<file path="src/rtl/rmsb_pkg.sv">
// Shared constants and types for the block-decomposed range minimum unit.
// No dependencies; imported by rmsb_min_acc and range_minimum_sqrt_blocks.
package rmsb_pkg;

    localparam int C_DEPTH = 4096;
    localparam int C_BLOCK = 64;
    localparam int C_IDX_W = $clog2(C_DEPTH);
    localparam int C_OFF_W = $clog2(C_BLOCK);
    localparam int C_BLK_W = C_IDX_W - C_OFF_W;
    localparam int C_NBLK = C_DEPTH / C_BLOCK;
    localparam int C_PTR_W = C_IDX_W + 1;
    localparam int C_VAL_W = 30;

    localparam logic [C_VAL_W-1:0] C_SENTINEL = 30'd1000000000;

    typedef logic [C_VAL_W-1:0] t_val;

    // Operation carried in the func field of an input transfer.
    typedef enum logic {
        OP_UPDATE = 1'b0,
        OP_QUERY  = 1'b1
    } t_op;

    // Control from the sequencer to the running-minimum unit.
    typedef struct packed {
        logic start;    // load the sentinel, a new scan begins
        logic pend_el;  // element read data arrives this cycle
        logic pend_bk;  // block minimum read data arrives this cycle
    } t_acc_ctl;

endpackage

</file>
<file path="src/rtl/rmsb_min_acc.sv">
// Running minimum over the read data returned by the two memories.
// Depends on rmsb_pkg.
module rmsb_min_acc (
    input  logic              i_clk,
    input  rmsb_pkg::t_acc_ctl i_ctl,
    input  rmsb_pkg::t_val    i_el_data,
    input  rmsb_pkg::t_val    i_bk_data,
    output rmsb_pkg::t_val    o_acc,
    output rmsb_pkg::t_val    o_acc_next
);
    import rmsb_pkg::*;

    t_val r_acc;
    t_val n_acc;
    t_val w_data;

    always_comb begin
        w_data = i_ctl.pend_bk ? i_bk_data : i_el_data;
        n_acc = r_acc;
        if (i_ctl.start) begin
            n_acc = C_SENTINEL;
        end else if ((i_ctl.pend_el || i_ctl.pend_bk) && (w_data < r_acc)) begin
            n_acc = w_data;
        end
    end

    always_ff @(posedge i_clk) begin
        r_acc <= n_acc;
    end

    assign o_acc = r_acc;
    assign o_acc_next = n_acc;

endmodule

</file>
<file path="config.mk">
export PLATFORM = sky130hd
export DESIGN_NAME = rmsb_min_acc
export DESIGN_NICKNAME = d
export VERILOG_FILES = /design/src/rtl/rmsb_pkg.sv /design/src/rtl/rmsb_min_acc.sv
export SDC_FILE = /design/constraint.sdc
export NUM_CORES = 1
export LEC_CHECK = 0
export BUFFER_PORTS_ARGS = -buffer_cell sky130_fd_sc_hd__buf_2
export CORE_ASPECT_RATIO = 1.4
export CORE_MARGIN = 4
export CORE_UTILIZATION = 35
export CTS_CLUSTER_DIAMETER = 40
export DETAILED_ROUTE_END_ITERATION = 6
export GPL_ROUTABILITY_DRIVEN = 0
export PLACE_DENSITY = 0.74
export RECOVER_POWER = 50
export SLEW_MARGIN = 30
export SYNTH_ARGS = -nofsm -noshare
export SYNTH_HDL_FRONTEND = slang
export SYNTH_SLANG_ARGS = --single-unit
</file>
<file path="constraint.sdc">
create_clock -name i_clk -period 5.9 [get_ports i_clk]
set_input_delay 0.59 -clock i_clk [delete_from_list [all_inputs] [get_ports i_clk]]
set_output_delay 0.59 -clock i_clk [all_outputs]
set_load 0.05 [all_outputs]
</file>
==> flow_metrics.tcl <==
set metrics [dict create \
    layout_min_cycle_time_ns 5.08 \
    ys_seq_area_share_pct 26.2 \
    synth_compound_area_share_pct 18.2 \
    dr_wl_met2_um 3620 \
    post_cts.repair.setup_buffers 0 \
    critPathSlowestCell "and4_1" \
    worstSetupEndpointType "output port" \
    fp.dieW_um 76.4 \
    synth_cell_types 34 \
    path_class "in -> out" \
    synth_top_family_by_area "compound AO/OA/AOI/OAI gates" \
    drt-pass1-iter-count 4 \
    wire_per_inst_um 14.9 \
    cts.sinks 30 \
    pin_count 124 \
    critical-path-max-stage-delay_ns 0.64 \
    p_int_w 0.000461 \
    insertion_delay_ns 0.27 \
    highest_layer "met4" \
    dpl.hpwl_um 5460 \
    viasPerCell 5.21 \
    worst_slew_pin_slew_ns 1.22 \
    cp.arrival_ns 4.49 \
    layout-drive-gt1-share_pct 36.7 \
    overflow 0 \
    power.density_nw_per_um2 315 \
    grt_pass1_wl_um 11200 \
    drt_iter0_drc 69 \
    num_vias 2391 \
    synth-async-reset-ratio_pct 0 \
    antenna_found_initial 0 \
    synth-adder-area-share_pct 15.8 \
    synth-simple-area-share_pct 16.3 \
    switching_share_pct 50.9 \
    yosysMostFrequentCell "a21oi_1" \
    largest_reg_flops 30 \
    die-area_sq_um 7930 \
    core-area_sq_um 6300 \
    synth_xor_area_share_pct 0 \
    rows 34 \
    drv_cap 0 \
    skew_ns 0.00595 \
    path_common_cell "buf_2" \
    die_y_um 104 \
    diodes 0 \
    rsz0062_at_grt "false" \
    dp_slack_ns 1.12 \
    slew_violations 0 \
    synth_edf_count 0 \
    period_share_pct 86.1 \
    cts_resized 0 \
    combPwrFrac_pct 55.2 \
    grt_pass1_vias 2479 \
    ir_worst_vdd_v 0.000175 \
    synth.top_cells.by_count "39 x a21oi_1, 31 x inv_1, 30 x dfxtp_1" \
    cts_hold_buffers 0 \
    status "complete, no violations" \
    grtUsageTotal_pct 16.9 \
    grt_max_degree 44 \
    hp-class "reg -> reg" \
    yosysWarnings 0 \
    synth.cell_area_sq_um 2290 \
    detail-route-antenna-nets 0 \
    initial_core_util_pct 36.4 \
    clkPwrFrac_pct 17.2 \
    syn2layout_area_growth_pct 30.3 \
    synth_mux_area_share_pct 14.7 \
    synthTopCellsByArea "dfxtp_1 26%, ha_1 16%, mux2_2 14%" \
    root_buffer "clkbuf_8" \
    hold_viol_final 0 \
    synth_fp_nets 364 \
    total_leakage_power_nw 1.43 \
    cp_data_required_time_ns 5.31 \
    wirelength_um 6820 \
    crit_fanout 26 \
    synthFlopType "dfxtp_1" \
    wl_met3_um 451 \
    cts_tree "done" \
    seq_power_share_pct 27.6 \
    nNetsFinal 481 \
    cts_htree_levels 2 \
    path_clk_slew_ns 0.06 \
    yosys.area.top_type "dfxtp_1" \
    startpoint_type "input port" \
    syn_inst 271 \
    setup_viol 0 \
    relSlewSlack_pct 18.6 \
    cp_cell_sequence "buf_2 > mux2_2 > ha_1 > and3_1 > a221o_1 > a22oi_1 > and4_1 > clkbuf_1 > a211oi_1 > a21oi_1 > buf_2" \
    synth_seq_cells 30 \
    numPortBuffers 123 \
    syn_avg_cell_area_sq_um 8.46 \
    tns_ns 0 \
    met1_length_um 2600 \
    cts_buffer_depth 2 \
    synth_top_area_share_pct 26.2 \
    fmax_mhz 197 \
    drc 0 \
    power.switching_w 0.000479 \
    numCtsBuffers 5 \
    setup_ws_ns 0.820 \
]
==> power by group through the flow <==
stage | clock network [W] | logic [W] | registers, W
floorplan | 0 | 0.000296 | 0.000369
global placement | 0 | 0.000526 | 0.000262
detailed placement | 0 | 0.000533 | 0.000263
CTS | 0.000169 | 0.000535 | 0.000258
global route | 0.000179 | 0.000561 | 0.000264
finish | 0.000162 | 0.000519 | 0.000259
==> cell usage in the layout, fill, tap and decap left out, types with 6 or more instances in the layout <==
master and count:
buf_2 93, a21oi_1 39, nand4_1 7, clkbuf_1 31, inv_1 31, a211oi_1 14, dfxtp_1 30, nor3_2 9
nor3_1 24, mux2_2 28, clkbuf_8 6, ha_1 29, nor2_1 17
==> cell type report <==
type / count / area [sq um]
clock buffer: 6 / 82.6
fill: 616 / 3310
inverter: 31 / 116
multi-input combinational: 192 / 1490
sequential: 30 / 601
tap: 72 / 90.1
timing repair buffer: 128 / 612
==> path summary, 6_finish.rpt <==
check                  from             end  cells after the start  slack, ns
setup / recovery   i_ctl[0]  o_acc_next[11]                     11       0.82
hold / removal     o_acc[2]        o_acc[2]                      2       0.55
setup reg to reg  o_acc[16]       o_acc[11]                      9       2.69
hold reg to reg    o_acc[2]        o_acc[2]                      2       0.55
==> routing by layer <==
| layer | track usage, % | up-vias |
|---|---|---|
| met2 | 31.4 | 91 |
| met1 | 18.5 | 1071 |
| met5 | 0 | - |
| met4 | 6.74 | 0 |
| met3 | 3.30 | 16 |
| li1 | - | 1213 |
==> cells by family (layout without fill, tap and decap cells) <==
kind of cell	after synthesis	count (layout)
compound gates	67	67
buf+inv	49	165
fa+ha+maj	29	29
simple gates	66	66
flops	30	30
mux	30	30
==> through the flow <==
step	hold slack [ns]	util, %	cell area [sq um]	instances	power [W]
after detailed placement	0.533	47.0	2960	453	0.000796
after CTS	0.546	48.3	3040	459	0.000962
after global placement	0.526	47.0	2960	453	0.000788
after global routing	0.574	47.4	2990	459	0.00100
after floorplan	0.922	-	2290	271	0.000665
final	0.546	47.4	2990	459	0.000940
==> critical path, delay by kind of cell <==
family	cells	cell delay [ns]
compound gates	4	0.97
fa+ha+maj	1	0.29
simple gates	2	0.87
mux	1	0.44
buf+inv	3	1.32
Power figures use the tool's default switching activity.
